===== config.mk =====
export PLATFORM = sky130hd
export DESIGN_NAME = prime_factorizer_core
export DESIGN_NICKNAME = d
export VERILOG_FILES = /design/src/design/pfac_pkg.sv /design/src/design/prime_factorizer_core.sv /design/src/design/pfac_div.sv /design/src/design/pfac_ctrl.sv
export VERILOG_INCLUDE_DIRS = /design/src /design/src/design
export SDC_FILE = /design/constraint.sdc
export NUM_CORES = 1
export LEC_CHECK = 0
export BUFFER_PORTS_ARGS = -buffer_cell sky130_fd_sc_hd__buf_2
export CORE_AREA = 5 5 250 155
export CTS_CLUSTER_DIAMETER = 40
export DETAILED_ROUTE_END_ITERATION = 6
export DIE_AREA = 0 0 255 160
export GPL_ROUTABILITY_DRIVEN = 0
export PLACE_DENSITY_LB_ADDON = 0.12
export SETUP_SLACK_MARGIN = 0.4
export SLEW_MARGIN = 20
export SYNTH_ARGS = -nofsm -noshare
export SYNTH_HDL_FRONTEND = slang
export SYNTH_SLANG_ARGS = --single-unit

===== constraint.sdc =====
create_clock -name aclk -period 8.5 [get_ports aclk]
set_input_delay 0.85 -clock aclk [delete_from_list [all_inputs] [get_ports aclk]]
set_output_delay 0.85 -clock aclk [all_outputs]
set_load 0.1 [all_outputs]

===== src/design/prime_factorizer_core_assert.svh =====
// ----------------------------------------------------------------------------
// prime_factorizer_core_assert.svh
// Assertion macros for the prime factorizer; empty when SYNTHESIS is defined.
// ----------------------------------------------------------------------------
`ifndef PRIME_FACTORIZER_CORE_ASSERT_SVH
`define PRIME_FACTORIZER_CORE_ASSERT_SVH

`ifndef SYNTHESIS

// Same-cycle implication, checked out of reset.
`define PF_ASSERT_IMPL(label, clk, rstn, ante, cons) \
    label: assert property (@(posedge clk) disable iff (!(rstn)) (ante) |-> (cons)) \
        else $error("assertion failed: ante implies cons");

// Next-cycle implication, checked out of reset.
`define PF_ASSERT_NEXT(label, clk, rstn, ante, cons) \
    label: assert property (@(posedge clk) disable iff (!(rstn)) (ante) |=> (cons)) \
        else $error("assertion failed: ante implies cons next cycle");

`else

`define PF_ASSERT_IMPL(label, clk, rstn, ante, cons)
`define PF_ASSERT_NEXT(label, clk, rstn, ante, cons)

`endif

`endif


===== src/design/pfac_pkg.sv =====
// ----------------------------------------------------------------------------
// pfac_pkg
// Shared widths, types and state encoding of the prime factorizer.
// ----------------------------------------------------------------------------
package pfac_pkg;

    // Number of low input bits that are factored.
    localparam int VALUE_WIDTH = 32;

    // Datapath width: the input field is 32 bits, so wider settings change nothing.
    localparam int DW      = (VALUE_WIDTH < 32) ? VALUE_WIDTH : 32;
    // Width of the running divisor square.
    localparam int SW      = DW + 2;
    localparam int PRIME_W = 32;
    localparam int EXP_W   = 5;
    localparam int CNT_W   = $clog2(DW);

    typedef enum logic [1:0] {
        ST_IDLE,
        ST_CHECK,
        ST_DIV,
        ST_EMIT
    } state_t;

    typedef struct packed {
        logic          start;
        logic [DW-1:0] dividend;
        logic [DW-1:0] divisor;
    } div_req_t;

    typedef struct packed {
        logic          done;
        logic [DW-1:0] quot;
        logic [DW-1:0] rem;
    } div_rsp_t;

    typedef struct packed {
        logic             valid;
        logic [DW-1:0]    prime;
        logic [EXP_W-1:0] exponent;
        logic             no_factors;
        logic             last;
    } res_t;

endpackage


===== src/design/prime_factorizer_core.sv =====
// ----------------------------------------------------------------------------
// prime_factorizer_core
// Trial-division prime factorizer with streaming input and result channels.
// ----------------------------------------------------------------------------
// Usage: one item on the s_axis channel carries an unsigned value to factor.
// The block answers with one result item per distinct prime on m_axis, in
// ascending order of prime, each carrying the prime and its exponent; tlast
// marks the final result of the value. Values 0 and 1 give a single result
// with prime 0, exponent 0 and the no_factors flag in tuser set.
// A value of 0 or 1 goes from idle straight to the emit state, which hands
// its result to the output register. Otherwise divisors 2, 3, 5, 7 and on
// through the odd numbers are tried up to the square root of what is left;
// each trial is one run of the bit-serial divider, which produces one
// quotient bit per cycle, and each exact division that takes a factor out
// costs another run. A large prime input therefore takes about 32768
// trials. s_axis_tready is high only between values. Results pass through
// an output register, so a new value can be accepted while the final
// result of the last one is still waiting. If the receiver stalls, the
// sequencer holds at its next result until the output register frees up;
// nothing is dropped. Reset (aresetn low, sampled on the clock) returns the
// sequencer to idle and empties the output register.
// ----------------------------------------------------------------------------
`include "prime_factorizer_core_assert.svh"

module prime_factorizer_core
    import pfac_pkg::*;
(
    input  logic        aclk,
    input  logic        aresetn,
    input  logic        s_axis_tvalid,
    output logic        s_axis_tready,
    input  logic [31:0] s_axis_tdata,   // [31:0] value
    output logic        m_axis_tvalid,
    input  logic        m_axis_tready,
    output logic [39:0] m_axis_tdata,   // [31:0] prime, [36:32] exponent, [39:37] zero
    output logic [0:0]  m_axis_tuser,   // [0] no_factors
    output logic        m_axis_tlast
);

    res_t     res;
    div_req_t div_req;
    div_rsp_t div_rsp;
    logic     slot_free;

    logic               m_valid_reg, m_valid_next;
    logic [PRIME_W-1:0] m_prime_reg, m_prime_next;
    logic [EXP_W-1:0]   m_exp_reg, m_exp_next;
    logic               m_none_reg, m_none_next;
    logic               m_last_reg, m_last_next;

    // The output register can take a new result when empty or being drained.
    assign slot_free = !m_valid_reg || m_axis_tready;

    pfac_ctrl u_ctrl (
        .aclk      (aclk),
        .aresetn   (aresetn),
        .in_valid  (s_axis_tvalid),
        .in_value  (s_axis_tdata[DW-1:0]),
        .in_ready  (s_axis_tready),
        .slot_free (slot_free),
        .res       (res),
        .div_req   (div_req),
        .div_rsp   (div_rsp)
    );

    pfac_div u_div (
        .aclk    (aclk),
        .aresetn (aresetn),
        .req     (div_req),
        .rsp     (div_rsp)
    );

    always_comb begin
        m_valid_next = m_valid_reg;
        m_prime_next = m_prime_reg;
        m_exp_next   = m_exp_reg;
        m_none_next  = m_none_reg;
        m_last_next  = m_last_reg;
        if (res.valid && slot_free) begin
            m_valid_next = 1'b1;
            m_prime_next = PRIME_W'(res.prime);
            m_exp_next   = res.exponent;
            m_none_next  = res.no_factors;
            m_last_next  = res.last;
        end else if (m_axis_tready) begin
            m_valid_next = 1'b0;
        end
    end

    always_ff @(posedge aclk) begin
        if (!aresetn) begin
            m_valid_reg <= 1'b0;
        end else begin
            m_valid_reg <= m_valid_next;
        end
        m_prime_reg <= m_prime_next;
        m_exp_reg   <= m_exp_next;
        m_none_reg  <= m_none_next;
        m_last_reg  <= m_last_next;
    end

    assign m_axis_tvalid = m_valid_reg;
    assign m_axis_tdata  = {3'b000, m_exp_reg, m_prime_reg};
    assign m_axis_tuser  = m_none_reg;
    assign m_axis_tlast  = m_last_reg;

    // A value with no factors gives exactly one result, empty and final.
    `PF_ASSERT_IMPL(a_none_form, aclk, aresetn,
        m_axis_tvalid && m_axis_tuser[0],
        m_axis_tlast && (m_axis_tdata[36:0] == 37'd0))

    // A real factor is at least two and has a nonzero exponent.
    `PF_ASSERT_IMPL(a_factor_form, aclk, aresetn,
        m_axis_tvalid && !m_axis_tuser[0],
        (m_axis_tdata[31:0] >= 32'd2) && (m_axis_tdata[36:32] != 5'd0))

    // Once a value is taken, the block is busy with it in the next cycle.
    `PF_ASSERT_NEXT(a_busy_after_accept, aclk, aresetn,
        s_axis_tvalid && s_axis_tready, !s_axis_tready)

endmodule


===== src/design/pfac_div.sv =====
// ----------------------------------------------------------------------------
// pfac_div
// Restoring divider, one quotient bit per cycle, shared by all trial divisions.
// ----------------------------------------------------------------------------
module pfac_div
    import pfac_pkg::*;
(
    input  logic     aclk,
    input  logic     aresetn,
    input  div_req_t req,
    output div_rsp_t rsp
);

    logic             busy_reg, busy_next;
    logic             done_reg, done_next;
    logic [CNT_W-1:0] cnt_reg, cnt_next;
    logic [DW-1:0]    rem_reg, rem_next;
    logic [DW-1:0]    quo_reg, quo_next;
    logic [DW-1:0]    dvs_reg, dvs_next;
    logic [DW:0]      trial;
    logic             fits;

    assign trial = {rem_reg, quo_reg[DW-1]};
    assign fits  = trial >= {1'b0, dvs_reg};

    always_comb begin
        busy_next = busy_reg;
        done_next = 1'b0;
        cnt_next  = cnt_reg;
        rem_next  = rem_reg;
        quo_next  = quo_reg;
        dvs_next  = dvs_reg;
        if (req.start) begin
            busy_next = 1'b1;
            cnt_next  = '0;
            rem_next  = '0;
            quo_next  = req.dividend;
            dvs_next  = req.divisor;
        end else if (busy_reg) begin
            rem_next = fits ? DW'(trial - {1'b0, dvs_reg}) : trial[DW-1:0];
            quo_next = {quo_reg[DW-2:0], fits};
            cnt_next = cnt_reg + CNT_W'(1);
            if (cnt_reg == CNT_W'(DW - 1)) begin
                busy_next = 1'b0;
                done_next = 1'b1;
            end
        end
    end

    always_ff @(posedge aclk) begin
        if (!aresetn) begin
            busy_reg <= 1'b0;
            done_reg <= 1'b0;
            cnt_reg  <= '0;
        end else begin
            busy_reg <= busy_next;
            done_reg <= done_next;
            cnt_reg  <= cnt_next;
        end
        rem_reg <= rem_next;
        quo_reg <= quo_next;
        dvs_reg <= dvs_next;
    end

    assign rsp.done = done_reg;
    assign rsp.quot = quo_reg;
    assign rsp.rem  = rem_reg;

endmodule


===== src/design/pfac_ctrl.sv =====
// ----------------------------------------------------------------------------
// pfac_ctrl
// Sequencer that walks trial divisors and drives the shared divider.
// ----------------------------------------------------------------------------
module pfac_ctrl
    import pfac_pkg::*;
(
    input  logic          aclk,
    input  logic          aresetn,
    input  logic          in_valid,
    input  logic [DW-1:0] in_value,
    output logic          in_ready,
    input  logic          slot_free,
    output res_t          res,
    output div_req_t      div_req,
    input  div_rsp_t      div_rsp
);

    state_t           state_reg, state_next;
    logic [DW-1:0]    rest_reg, rest_next;
    logic [DW-1:0]    d_reg, d_next;
    logic [SW-1:0]    sq_reg, sq_next;
    logic [EXP_W-1:0] expo_reg, expo_next;
    logic [DW-1:0]    pp_reg, pp_next;
    logic [EXP_W-1:0] pe_reg, pe_next;
    logic             pn_reg, pn_next;
    logic             pl_reg, pl_next;

    logic             accept;
    logic             in_small;
    logic             sq_fits;
    logic             rest_big;
    logic             exact;
    logic [DW-1:0]    d_adv;
    logic [SW-1:0]    sq_adv;

    assign accept   = in_valid && (state_reg == ST_IDLE);
    assign in_small = in_value < DW'(2);
    assign sq_fits  = sq_reg <= SW'(rest_reg);
    assign rest_big = rest_reg > DW'(1);
    assign exact    = div_rsp.rem == '0;

    // After two, only odd divisors are tried; (d+2)^2 = d^2 + 4d + 4.
    always_comb begin
        if (d_reg == DW'(2)) begin
            d_adv  = DW'(3);
            sq_adv = SW'(9);
        end else begin
            d_adv  = d_reg + DW'(2);
            sq_adv = sq_reg + {d_reg, 2'b00} + SW'(4);
        end
    end

    // Next state.
    always_comb begin
        state_next = state_reg;
        unique case (state_reg)
            ST_IDLE: begin
                if (accept) begin
                    state_next = in_small ? ST_EMIT : ST_CHECK;
                end
            end
            ST_CHECK: begin
                if (sq_fits) begin
                    state_next = ST_DIV;
                end else if (rest_big) begin
                    state_next = ST_EMIT;
                end else begin
                    state_next = ST_IDLE;
                end
            end
            ST_DIV: begin
                if (div_rsp.done && !exact) begin
                    state_next = (expo_reg != '0) ? ST_EMIT : ST_CHECK;
                end
            end
            ST_EMIT: begin
                if (slot_free) begin
                    state_next = pl_reg ? ST_IDLE : ST_CHECK;
                end
            end
            default: state_next = ST_IDLE;
        endcase
    end

    // Datapath registers and outputs.
    always_comb begin
        rest_next        = rest_reg;
        d_next           = d_reg;
        sq_next          = sq_reg;
        expo_next        = expo_reg;
        pp_next          = pp_reg;
        pe_next          = pe_reg;
        pn_next          = pn_reg;
        pl_next          = pl_reg;
        div_req.start    = 1'b0;
        div_req.dividend = rest_reg;
        div_req.divisor  = d_reg;
        unique case (state_reg)
            ST_IDLE: begin
                if (accept) begin
                    rest_next = in_value;
                    d_next    = DW'(2);
                    sq_next   = SW'(4);
                    expo_next = '0;
                    pp_next   = '0;
                    pe_next   = '0;
                    pn_next   = 1'b1;
                    pl_next   = 1'b1;
                end
            end
            ST_CHECK: begin
                if (sq_fits) begin
                    div_req.start = 1'b1;
                end else begin
                    // What is left over is a prime above the square root.
                    pp_next = rest_reg;
                    pe_next = EXP_W'(1);
                    pn_next = 1'b0;
                    pl_next = 1'b1;
                end
            end
            ST_DIV: begin
                if (div_rsp.done) begin
                    if (exact) begin
                        rest_next        = div_rsp.quot;
                        expo_next        = expo_reg + EXP_W'(1);
                        div_req.start    = 1'b1;
                        div_req.dividend = div_rsp.quot;
                    end else if (expo_reg != '0) begin
                        // A remainder above one always yields another result.
                        pp_next = d_reg;
                        pe_next = expo_reg;
                        pn_next = 1'b0;
                        pl_next = rest_reg == DW'(1);
                    end else begin
                        d_next  = d_adv;
                        sq_next = sq_adv;
                    end
                end
            end
            ST_EMIT: begin
                if (slot_free && !pl_reg) begin
                    d_next    = d_adv;
                    sq_next   = sq_adv;
                    expo_next = '0;
                end
            end
            default: begin
                rest_next = rest_reg;
            end
        endcase
    end

    always_ff @(posedge aclk) begin
        if (!aresetn) begin
            state_reg <= ST_IDLE;
        end else begin
            state_reg <= state_next;
        end
        rest_reg <= rest_next;
        d_reg    <= d_next;
        sq_reg   <= sq_next;
        expo_reg <= expo_next;
        pp_reg   <= pp_next;
        pe_reg   <= pe_next;
        pn_reg   <= pn_next;
        pl_reg   <= pl_next;
    end

    assign in_ready       = state_reg == ST_IDLE;
    assign res.valid      = state_reg == ST_EMIT;
    assign res.prime      = pp_reg;
    assign res.exponent   = pe_reg;
    assign res.no_factors = pn_reg;
    assign res.last       = pl_reg;

endmodule


==> flow_metrics.py, run 1 <==
metrics = {
    "run_status": {
        "status": "finished clean",
    },
    "logic_synthesis": {
        "synth-simple-area-share": 0.117,
        "netlist_instances": 1442,
        "synth_async_sr_flop_share": 0,
        "synth-main-ff-cell": "edfxtp_1",
        "synth_mux_area_frac": 0.0414,
        "seq_area_frac_synth": 0.511,
        "synth_cell_types": 72,
        "synth_area_per_cell_um2": 11.1,
        "ys_ff_latch": 286,
        "post_synth_xor_area_fraction": 0.0454,
        "yosys.area_share.adder": 0.107,
        "syn_area_mm2": 0.0160,
        "synth_top_family_by_area": "compound AO/OA/AOI/OAI gates",
        "synth_edf_count": 244,
        "synth_compound_area_frac": 0.141,
        "ys_warn_count": 0,
    },
    "grt": {
        "use_met3": 0.0426,
        "grt_pass1_wl_mm": 65.0,
        "grt_most_used_layer": "met1",
        "gr-usage-met2": 0.271,
        "gr-total-overflow": 0,
        "grt_usage": 0.202,
        "grt_use_met1": 0.334,
        "grt_pass1_vias": 11000,
        "grt_start_max_net_pins": 76,
        "antenna_found_initial": 2,
    },
    "sta": {
        "slew-limit-headroom": 0.279,
        "finalSetupTns_ns": 0,
        "grt_setup_unrepaired": "no",
        "finalHoldViolCount": 0,
        "clock.fmax_ghz": 0.208,
        "fin_crit_ns": 4.81,
        "finalClockSkew_ns": 0.0112,
        "finalCritPeriodShare": 0.566,
        "slew_violations": 0,
        "setup_violations": 0,
        "worst_pin_slew_ns": 1.08,
    },
    "floorplan": {
        "pin_count": 80,
        "die-area_mm2": 0.0408,
        "coreArea_mm2": 0.0359,
        "die_y_um": 160,
        "initial_core_util": 0.445,
        "chipWidth_um": 255,
        "rows": 54,
    },
    "final_layout": {
        "fillCellCount": 3215,
        "area_growth_pct": 12.8,
        "drive_gt1_frac": 0.131,
        "finalNonFillerCells": 2019,
        "antenna_cells": 0,
        "multi_input_area_mm2": 0.00731,
        "largest_register_ffs": 33,
        "seqCellArea_mm2": 0.00817,
        "nNetsFinal": 1688,
    },
    "route": {
        "vias_per_cell": 5.76,
        "drcViolationCount": 0,
        "first_pass_iters": 5,
        "ant_nets": 0,
        "drt_iter0_markers": 1035,
        "totalWireLength_mm": 42.3,
        "wire_per_inst_um": 21.0,
        "routed-via-count": 11600,
    },
    "setup_path": {
        "cp_slowest_cell": "a21oi_4",
        "cpPeakStageDelay_ns": 0.83,
        "start_kind": "register",
        "crit_fanout": 42,
        "rrSetupSlack_ns": 3.69,
        "r2r_end": "u_div.dvs_reg[9]$_DFFE_PP_",
        "crit_required_ns": 8.72,
        "path_cells": "inv_1, ha_1, nand4_1, or4_4, nor4_4, o2111ai_1, a2bb2oi_1, a22oi_2, nor2_1, a21oi_4, buf_4, inv_1, buf_4",
        "worstRegToRegCells": 13,
        "crit_type": "reg2reg",
        "cp.arrival_ns": 5.03,
        "crit_path_end_kind": "register",
        "reg2reg_from": "u_ctrl.rest_reg[31]$_DFFE_PP_",
    },
    "clock_network": {
        "cts_resized": 0,
        "tritoncts": "built",
        "post_cts_buffers": 0,
        "clock_sinks": 286,
        "cts_max_level": 2,
        "clock_latency_ns": 0.52,
        "numCtsBuffers": 35,
        "cts_hold_buf": 0,
        "clkTransAtPathRegs_ns": 0.07,
        "cts.path.max_buffers": 3,
        "cts_root_buf": "clkbuf_16",
    },
    "flow_run": {
        "maxCapViolations": 0,
    },
    "place": {
        "dp.cells": 1955,
        "io_buffers": 76,
        "hpwl_mm": 30.1,
    },
    "min_path": {
        "hold_path_class": "reg2reg",
        "worstHoldPathCells": 0,
        "hp-start": "u_ctrl.pe_reg[2]$_DFFE_PP_",
        "hold_path_end": "m_exp_reg[2]$_DFFE_PP_",
    },
}
## layout make-up
type,count,area share
clock buffer,41,0.0522
multi-input combinational,1014,0.405
sequential,286,0.453
clock inverter,22,0.0101
inverter,90,0.0187
timing repair buffer,90,0.0280
tap,476,0.0330
## worst max-delay path by stage
stage / from / endpoint / slack (ns) / cells past startpoint
after global routing: u_ctrl.rest_reg[31]$_DFFE_PP_ / u_div.dvs_reg[9]$_DFFE_PP_ / 3.41 / 13
final: u_ctrl.rest_reg[31]$_DFFE_PP_ / u_div.dvs_reg[9]$_DFFE_PP_ / 3.69 / 13
after CTS: u_ctrl.rest_reg[31]$_DFFE_PP_ / u_div.dvs_reg[9]$_DFFE_PP_ / 3.73 / 13
after global placement: u_ctrl.rest_reg[31]$_DFFE_PP_ / u_div.dvs_reg[8]$_DFFE_PP_ / 3.82 / 13
after floorplan: u_ctrl.state_reg[0]$_SDFFE_PN0P_ / u_ctrl.d_reg[0]$_SDFFCE_PP0P_ / 1.60 / 6
after detailed placement: u_ctrl.rest_reg[31]$_DFFE_PP_ / u_div.dvs_reg[9]$_DFFE_PP_ / 3.75 / 13
## worst max-delay path, delay by kind of cell, from the launching register on
| family | cells | cell delay [ns] |
|---|---|---|
| AO/OA/AOI/OAI | 4 | 1.53 |
| adder cells (fa/ha/maj) | 1 | 0.33 |
| buffers and inverters | 4 | 1.02 |
| flip-flops | 1 | 0.48 |
| AND/OR/NAND/NOR | 4 | 1.13 |
## per-stage QoR
step,hold slack (ns),utilization,cell area [µm²],setup slack [ns]
final,0.418,0.502,18000,3.69
after detailed placement,0.405,0.470,16900,3.75
after global placement,0.402,0.470,16900,3.82
after global routing,0.421,0.502,18000,3.41
after CTS,0.420,0.501,18000,3.73
after floorplan,0.400,-,16000,1.60
## layer usage
layer | share of wire | vias up
met3 | 0.068 | 47
met4 | 0.012 | 2
met1 | 0.52 | 5727
met5 | 0.00028 | -
li1 | - | 5526
met2 | 0.40 | 327
## cells in the mapped netlist, types with 9 or more instances
cell / number / area share
edfxtp_1: 244 / 0.46
ha_1: 133 / 0.10
nor2_1: 111 / 0.026
a21oi_1: 99 / 0.031
nand2_1: 96 / 0.023
inv_1: 89 / 0.021
o21ai_0: 86 / 0.027
xor2_1: 50 / 0.027
dfxtp_1: 42 / 0.053
a21o_1: 36 / 0.017
clkbuf_1: 35 / 0.0082
a22o_1: 34 / 0.019
mux2_2: 33 / 0.023
xnor2_1: 33 / 0.018
nor4_1: 31 / 0.012
nand4_1: 30 / 0.012
mux2i_1: 29 / 0.018
nand3_1: 23 / 0.0072
nor3_1: 15 / 0.0047
and3_1: 13 / 0.0051
o21a_1: 13 / 0.0061
a211oi_1: 11 / 0.0052
buf_4: 11 / 0.0052
nand2b_1: 10 / 0.0039
nor2b_1: 9 / 0.0035
## logic make-up (layout without fill, tap and decap cells)
logic type,count (synthesis),after routing
compound gates,351,351
flops,286,286
fa+ha+maj,135,135
xor+xnor,83,83
other cells,1,3
mux,62,62
buf+inv,144,243
simple gates,380,380
## placed cells by master, fill, tap and decap left out, types with 6 or more instances in the layout
master | netlist | layout
nor4_1 | 31 | 31
mux2_2 | 33 | 33
nand3b_1 | 7 | 7
nand2b_1 | 10 | 10
a31oi_1 | 6 | 6
nor3_1 | 15 | 15
a21oi_1 | 99 | 98
o21ai_0 | 86 | 86
inv_1 | 89 | 89
xnor2_1 | 33 | 33
edfxtp_1 | 244 | 244
nor3b_1 | 8 | 7
nand3_1 | 23 | 23
and2_1 | 8 | 8
and3_1 | 13 | 12
nand2_1 | 96 | 96
o21ai_1 | 7 | 7
a211oi_1 | 11 | 10
a22o_1 | 34 | 34
a21o_1 | 36 | 36
nand4_1 | 30 | 30
o21a_1 | 13 | 13
nor2_1 | 111 | 108
buf_4 | 11 | 13
dfxtp_1 | 42 | 41
o211ai_1 | 6 | 6
o21bai_1 | 8 | 8
buf_2 | 4 | 76
nor2b_1 | 9 | 9
xor2_1 | 50 | 50
ha_1 | 133 | 132
clkbuf_16 | 0 | 37
mux2i_1 | 29 | 29
Power of run 1 is left out: the tool's default activity adds up to more than one toggle a clock period on the data nets, which glitch-free logic cannot reach.
==> run 2, diff against run 1 <==
- ABC_AREA: default -> 1
- CORE_AREA: 5 5 250 155 -> 5 5 264 163
- DIE_AREA: 0 0 255 160 -> 0 0 269 168
- clock period: 8.5 -> 4.17 ns (I/O delays scaled with it)
==> run 2 against run 1 <==
First-iteration DRC count rose by 97%. Worst hold slack got worse by 0.26 ns. Clock skew rose by 0.015 ns. Worst setup slack got worse by 2.9 ns. Critical endpoint is now u_div.rem_reg[21]$_SDFFE_PP0P_. Synthesized cell count rose by 50%. Count of clock-buffer cells in the layout did not move. Routed wire length rose by 27%. Register-to-register slack got worse by 2.9 ns. Via count rose by 31%. Critical path depth fell by 4. Non-clock buffer count rose by 9. Fmax rose by 42%.
==> flow_metrics.py, run 2 <==
metrics = {
    "floorplan": {
        "rows": 57,
        "coreArea_mm2": 0.0401,
        "chipWidth_um": 269,
        "pin_count": 80,
        "initial_core_util": 0.446,
        "die-area_mm2": 0.0452,
        "die_y_um": 168,
    },
    "sta": {
        "finalClockSkew_ns": 0.0260,
        "setup_violations": 0,
        "grt_setup_unrepaired": "no",
        "timing.final.ws_setup_ns": 0.779,
        "finalCritPeriodShare": 0.813,
        "slew-limit-headroom": 0.350,
        "slew_violations": 0,
        "worst_pin_slew_ns": 0.964,
        "finalSetupTns_ns": 0,
        "finalHoldViolCount": 0,
        "clock.fmax_ghz": 0.295,
        "hold_ws_ns": 0.157,
        "fin_crit_ns": 3.39,
    },
    "clock_network": {
        "cts_hold_buf": 0,
        "cts_resized": 0,
        "cts_root_buf": "clkbuf_16",
        "tritoncts": "built",
        "post_cts_buffers": 0,
        "clock_latency_ns": 0.53,
        "clock_sinks": 286,
        "numCtsBuffers": 35,
        "cts.path.max_buffers": 3,
        "cts_max_level": 2,
        "clkTransAtPathRegs_ns": 0.07,
    },
    "logic_synthesis": {
        "syn_area_mm2": 0.0179,
        "synth_async_sr_flop_share": 0,
        "ys_warn_count": 0,
        "yosys.area_share.adder": 0.0953,
        "synth_edf_count": 244,
        "synth_top_family_by_area": "simple AND/OR/NAND/NOR gates",
        "synth_mux_area_frac": 0.00112,
        "ys_ff_latch": 286,
        "seq_area_frac_synth": 0.457,
        "synthTopCellsByArea": "edfxtp_1 41%, nand2_1 13%, ha_1 9.3%",
        "synth_top_area_share": 0.410,
        "yosysMostFrequentCell": "nand2_1",
        "synth-simple-area-share": 0.265,
        "synth-main-ff-cell": "edfxtp_1",
        "synthTopCellsByCount": "621 x nand2_1, 308 x inv_1, 244 x edfxtp_1",
        "synth_cell_types": 50,
        "synth.largest_area_cell": "edfxtp_1",
        "synth_compound_area_frac": 0.0830,
        "synth_area_per_cell_um2": 8.29,
        "netlist_instances": 2156,
        "post_synth_xor_area_fraction": 0.0157,
    },
    "route": {
        "ant_nets": 0,
        "vias_per_cell": 5.45,
        "first_pass_iters": 6,
        "drt_iter0_markers": 2042,
        "drcViolationCount": 0,
        "routed-via-count": 15300,
        "wire_per_inst_um": 19.3,
        "totalWireLength_mm": 54.0,
    },
    "setup_path": {
        "crit_required_ns": 4.56,
        "cpPeakStageDelay_ns": 0.62,
        "crit_buf_inv": 1,
        "crit_type": "reg2reg",
        "start_kind": "register",
        "cp_top_family": "simple AND/OR/NAND/NOR gates",
        "crit_fanout": 46,
        "path_cells": "nor4_1, nand4_1, nor2_1, nand2_1, nor2_4, nand2_4, nand2_8, buf_4, a21oi_2",
        "cp.arrival_ns": 3.79,
        "crit_path_end_kind": "register",
        "cp_slowest_cell": "nor4_1",
    },
    "final_layout": {
        "drive_gt1_frac": 0.0970,
        "final_cell_mix": "621 x nand2_1, 308 x inv_1, 244 x edfxtp_1",
        "multi_input_area_mm2": 0.00830,
        "nNetsFinal": 2413,
        "fillCellCount": 3803,
        "seqCellArea_mm2": 0.00817,
        "utilization": 0.502,
        "final_common_cell": "nand2_1",
        "area_growth_pct": 12.5,
        "largest_register_ffs": 33,
    },
    "power_and_ir_drop": {
        "ir_drop_mv": 0.485,
        "swShare": 0.460,
        "p_comb_frac": 0.457,
        "leakagePower_nw": 9.18,
        "clkPwrFrac": 0.207,
        "powerDensity_mw_per_mm2": 785,
        "sequentialPowerShare": 0.336,
        "p_switching_mw": 7.27,
        "power.internal_mw": 8.52,
    },
    "grt": {
        "grt_pass1_wl_mm": 81.8,
        "gr-total-overflow": 0,
        "grt_start_max_net_pins": 66,
        "grt_usage": 0.232,
        "antenna_found_initial": 2,
        "grt_pass1_vias": 13700,
    },
    "place": {
        "io_buffers": 76,
        "hpwl_mm": 41.5,
        "place_ws_ns": 0.638,
    },
    "flow_run": {
        "maxCapViolations": 0,
    },
    "run_status": {
        "status": "finished clean",
    },
    "min_path": {
        "hold_path_class": "in2reg",
    },
}
run 2: through the flow:
step	instances	total power [mW]	cell area (µm²)
final	2800	15.8	20100
after floorplan	2158	10.0	17900
after detailed placement	2735	12.3	18800
after global routing	2799	16.8	20100
after global placement	2735	12.3	18800
after CTS	2798	15.6	20100
run 2: cell type report:
| type | count | area share |
|---|---|---|
| clock inverter | 22 | 0.0146 |
| multi-input combinational | 1510 | 0.412 |
| timing repair buffer | 99 | 0.0287 |
| inverter | 310 | 0.0578 |
| clock buffer | 41 | 0.0473 |
| antenna | 1 | 0.000124 |
| tap | 531 | 0.0330 |
| sequential | 286 | 0.406 |
run 2: metal layers:
| layer | wire (µm) | part of all wire | up-vias | GRT usage |
|---|---|---|---|---|
| met5 | 0 | 0 | - | 0 |
| met4 | 605 | 0.011 | 0 | 0.0312 |
| met1 | 27000 | 0.50 | 7152 | 0.391 |
| li1 | - | - | 7364 | - |
| met2 | 19700 | 0.37 | 692 | 0.290 |
| met3 | 6640 | 0.12 | 51 | 0.0699 |
run 2: kinds of logic after synthesis:
kind of cell / count (synthesis)
AO/OA/AOI/OAI: 254
XOR/XNOR: 32
adder cells (fa/ha/maj): 135
buffers and inverters: 362
flip-flops: 286
multiplexers: 2
other: 1
AND/OR/NAND/NOR: 1084
run 2: worst paths after layout:
path	startpoint	endpoint	slack [ns]	depth (start not counted)
setup / recovery	u_div.rem_reg[19]$_SDFFE_PP0P_	u_div.rem_reg[21]$_SDFFE_PP0P_	0.78	9
hold / removal	aresetn	u_div.busy_reg$_SDFF_PN0_	0.16	3
setup reg to reg	u_div.rem_reg[19]$_SDFFE_PP0P_	u_div.rem_reg[21]$_SDFFE_PP0P_	0.78	9
hold reg to reg	u_ctrl.pp_reg[17]$_DFFE_PP_	m_prime_reg[17]$_DFFE_PP_	0.42	0
run 2: tightest hold or removal path: stages:
cell     delay (ns)
buf_2          0.14
nand2_1        0.06
inv_1          0.04
run 2: power groups by stage:
stage	sequential (mW)	combinational, mW	clock, mW
floorplan	5.41	4.59	0
global placement	5.35	6.90	0
detailed placement	5.36	6.98	0
CTS	5.30	7.02	3.32
global route	5.40	7.95	3.44
finish	5.31	7.22	3.26
Note: power is estimated with default switching activity, not from simulation.
==> run 3, diff against run 2 <==
- clock period: 4.17 -> 3.1 ns (I/O delays scaled with it)
==> run 3 against run 2 <==
Clock power increased by 44%. Die area unchanged. Sequential cell count unchanged. Worst hold slack got worse by 0.12 ns. Critical endpoint is now u_ctrl.pe_reg[4]$_DFFE_PP_. Routed wire length increased by 9.4%. Worst setup slack got worse by 0.40 ns. Critical path depth increased by 6.
==> flow_metrics.py, run 3 (synthesis gave the netlist of run 2 again) <==
metrics = {
    "setup_path": {
        "crit_path_end_kind": "register",
        "cp.arrival_ns": 2.98,
        "crit_type": "reg2reg",
        "crit_fanout": 5,
        "start_kind": "register",
        "crit_required_ns": 3.36,
        "worstRegToRegCells": 15,
    },
    "sta": {
        "setup_violations": 0,
        "worst_pin_slew_ns": 0.980,
        "finalCritPeriodShare": 0.878,
        "slew_violations": 0,
        "hold_ws_ns": 0.0327,
        "clock.fmax_ghz": 0.368,
        "finalClockSkew_ns": 0.0379,
        "finalSetupTns_ns": 0,
        "fin_crit_ns": 2.72,
        "finalHoldViolCount": 0,
        "grt_setup_unrepaired": "yes",
        "slew-limit-headroom": 0.341,
    },
    "clock_network": {
        "cts_root_buf": "clkbuf_16",
        "cts_max_level": 2,
        "clkTransAtPathRegs_ns": 0.07,
        "cts.path.max_buffers": 3,
        "numCtsBuffers": 36,
        "clock_sinks": 286,
        "tritoncts": "built",
        "clock_latency_ns": 0.55,
        "cts_hold_buf": 0,
    },
    "power_and_ir_drop": {
        "ir_drop_mv": 0.717,
        "powerDensity_mw_per_mm2": 1110,
        "p_total_mw": 23.9,
        "leakagePower_nw": 9.81,
    },
    "route": {
        "routed-via-count": 15900,
        "drt_iter0_markers": 2105,
        "first_pass_iters": 5,
        "vias_per_cell": 5.53,
        "totalWireLength_mm": 59.0,
        "wire_per_inst_um": 20.5,
        "drcViolationCount": 0,
        "ant_nets": 0,
    },
    "floorplan": {
        "coreArea_mm2": 0.0401,
        "die-area_mm2": 0.0452,
        "rows": 57,
        "pin_count": 80,
        "initial_core_util": 0.446,
        "chipWidth_um": 269,
        "die_y_um": 168,
    },
    "final_layout": {
        "largest_register_ffs": 33,
        "final_cell_mix": "609 x nand2_1, 289 x inv_1, 244 x edfxtp_1",
        "area_growth_pct": 20.6,
        "fillCellCount": 3681,
        "multi_input_area_mm2": 0.00884,
        "final_common_cell": "nand2_1",
        "nNetsFinal": 2492,
        "seqCellArea_mm2": 0.00817,
        "drive_gt1_frac": 0.167,
        "final_cell_area_mm2": 0.0216,
        "antenna_cells": 0,
        "finalNonFillerCells": 2878,
    },
    "grt": {
        "antenna_found_initial": 0,
        "grt_pass1_vias": 14000,
        "grt_pass1_wl_mm": 85.7,
        "gr-total-overflow": 0,
        "grt_start_max_net_pins": 66,
        "grt_usage": 0.246,
    },
    "min_path": {
        "hold_path_class": "in2reg",
        "worstHoldPathCells": 3,
    },
    "place": {
        "io_buffers": 76,
        "hpwl_mm": 43.4,
        "dp.cells": 2762,
        "post_dp_cell_area_mm2": 0.0192,
    },
    "flow_run": {
        "maxCapViolations": 0,
    },
    "run_status": {
        "status": "finished clean",
    },
}
[run 3: per-stage QoR]
| stage | utilization | setup slack, ns |
|---|---|---|
| floorplan | - | 0.142 |
| global placement | 0.479 | 0.170 |
| detailed placement | 0.479 | 0.184 |
| CTS | 0.519 | 0.384 |
| global route | 0.538 | 0.265 |
| finish | 0.538 | 0.379 |
[run 3: repair_timing]
action                                 in CTS  in global routing
setup endpoints to repair                 130                181
buffers inserted                           16                 26
endpoints found under the hold margin       0                  0
resized for setup                          27                 88
cloned                                      3                  7
pin swaps                                   8                 29
[run 3: power by group]
part | internal, mW | switching, mW
sequential | 6.12 | 0.920
combinational | 4.08 | 8.06
clock | 2.87 | 1.82
[run 3: final cells by class]
type,instances,share of cell area
repair buffers,175,0.0655
clock buffers,38,0.0426
inverters,310,0.0539
multi-input cells,1512,0.410
well taps,531,0.0308
clock inverters,26,0.0187
flip-flops and latches,286,0.379
[run 3: worst max-delay path, cell delays in order (launching register included)]
cell and delay (ns):
edfxtp_1 0.37, inv_1 0.13, ha_1 0.30, nand2_1 0.07, nor2_2 0.14, nand4_1 0.19
nor2_1 0.19, nand3_2 0.12, nand3_4 0.13, nand2_4 0.08, nand2_4 0.09, nand2_4 0.05
nor3_4 0.13, buf_6 0.15, buf_12 0.13, buf_16 0.12
[run 3: path summary, 6_finish.rpt]
check / slack [ns] / end / from
max: 0.38 / u_ctrl.pe_reg[4]$_DFFE_PP_ / u_ctrl.rest_reg[16]$_DFFE_PP_
min: 0.03 / u_ctrl.state_reg[0]$_SDFFE_PN0P_ / aresetn
max reg2reg: 0.38 / u_ctrl.pe_reg[4]$_DFFE_PP_ / u_ctrl.rest_reg[16]$_DFFE_PP_
min reg2reg: 0.42 / m_exp_reg[3]$_DFFE_PP_ / u_ctrl.pe_reg[3]$_DFFE_PP_
[run 3: metal layers]
layer  track usage  vias to the layer above  share of wire
met5             0                        -              0
li1              -                     7521              -
met4        0.0372                        0          0.013
met3         0.102                       67           0.14
met2         0.297                      807           0.36
met1         0.404                     7508           0.49
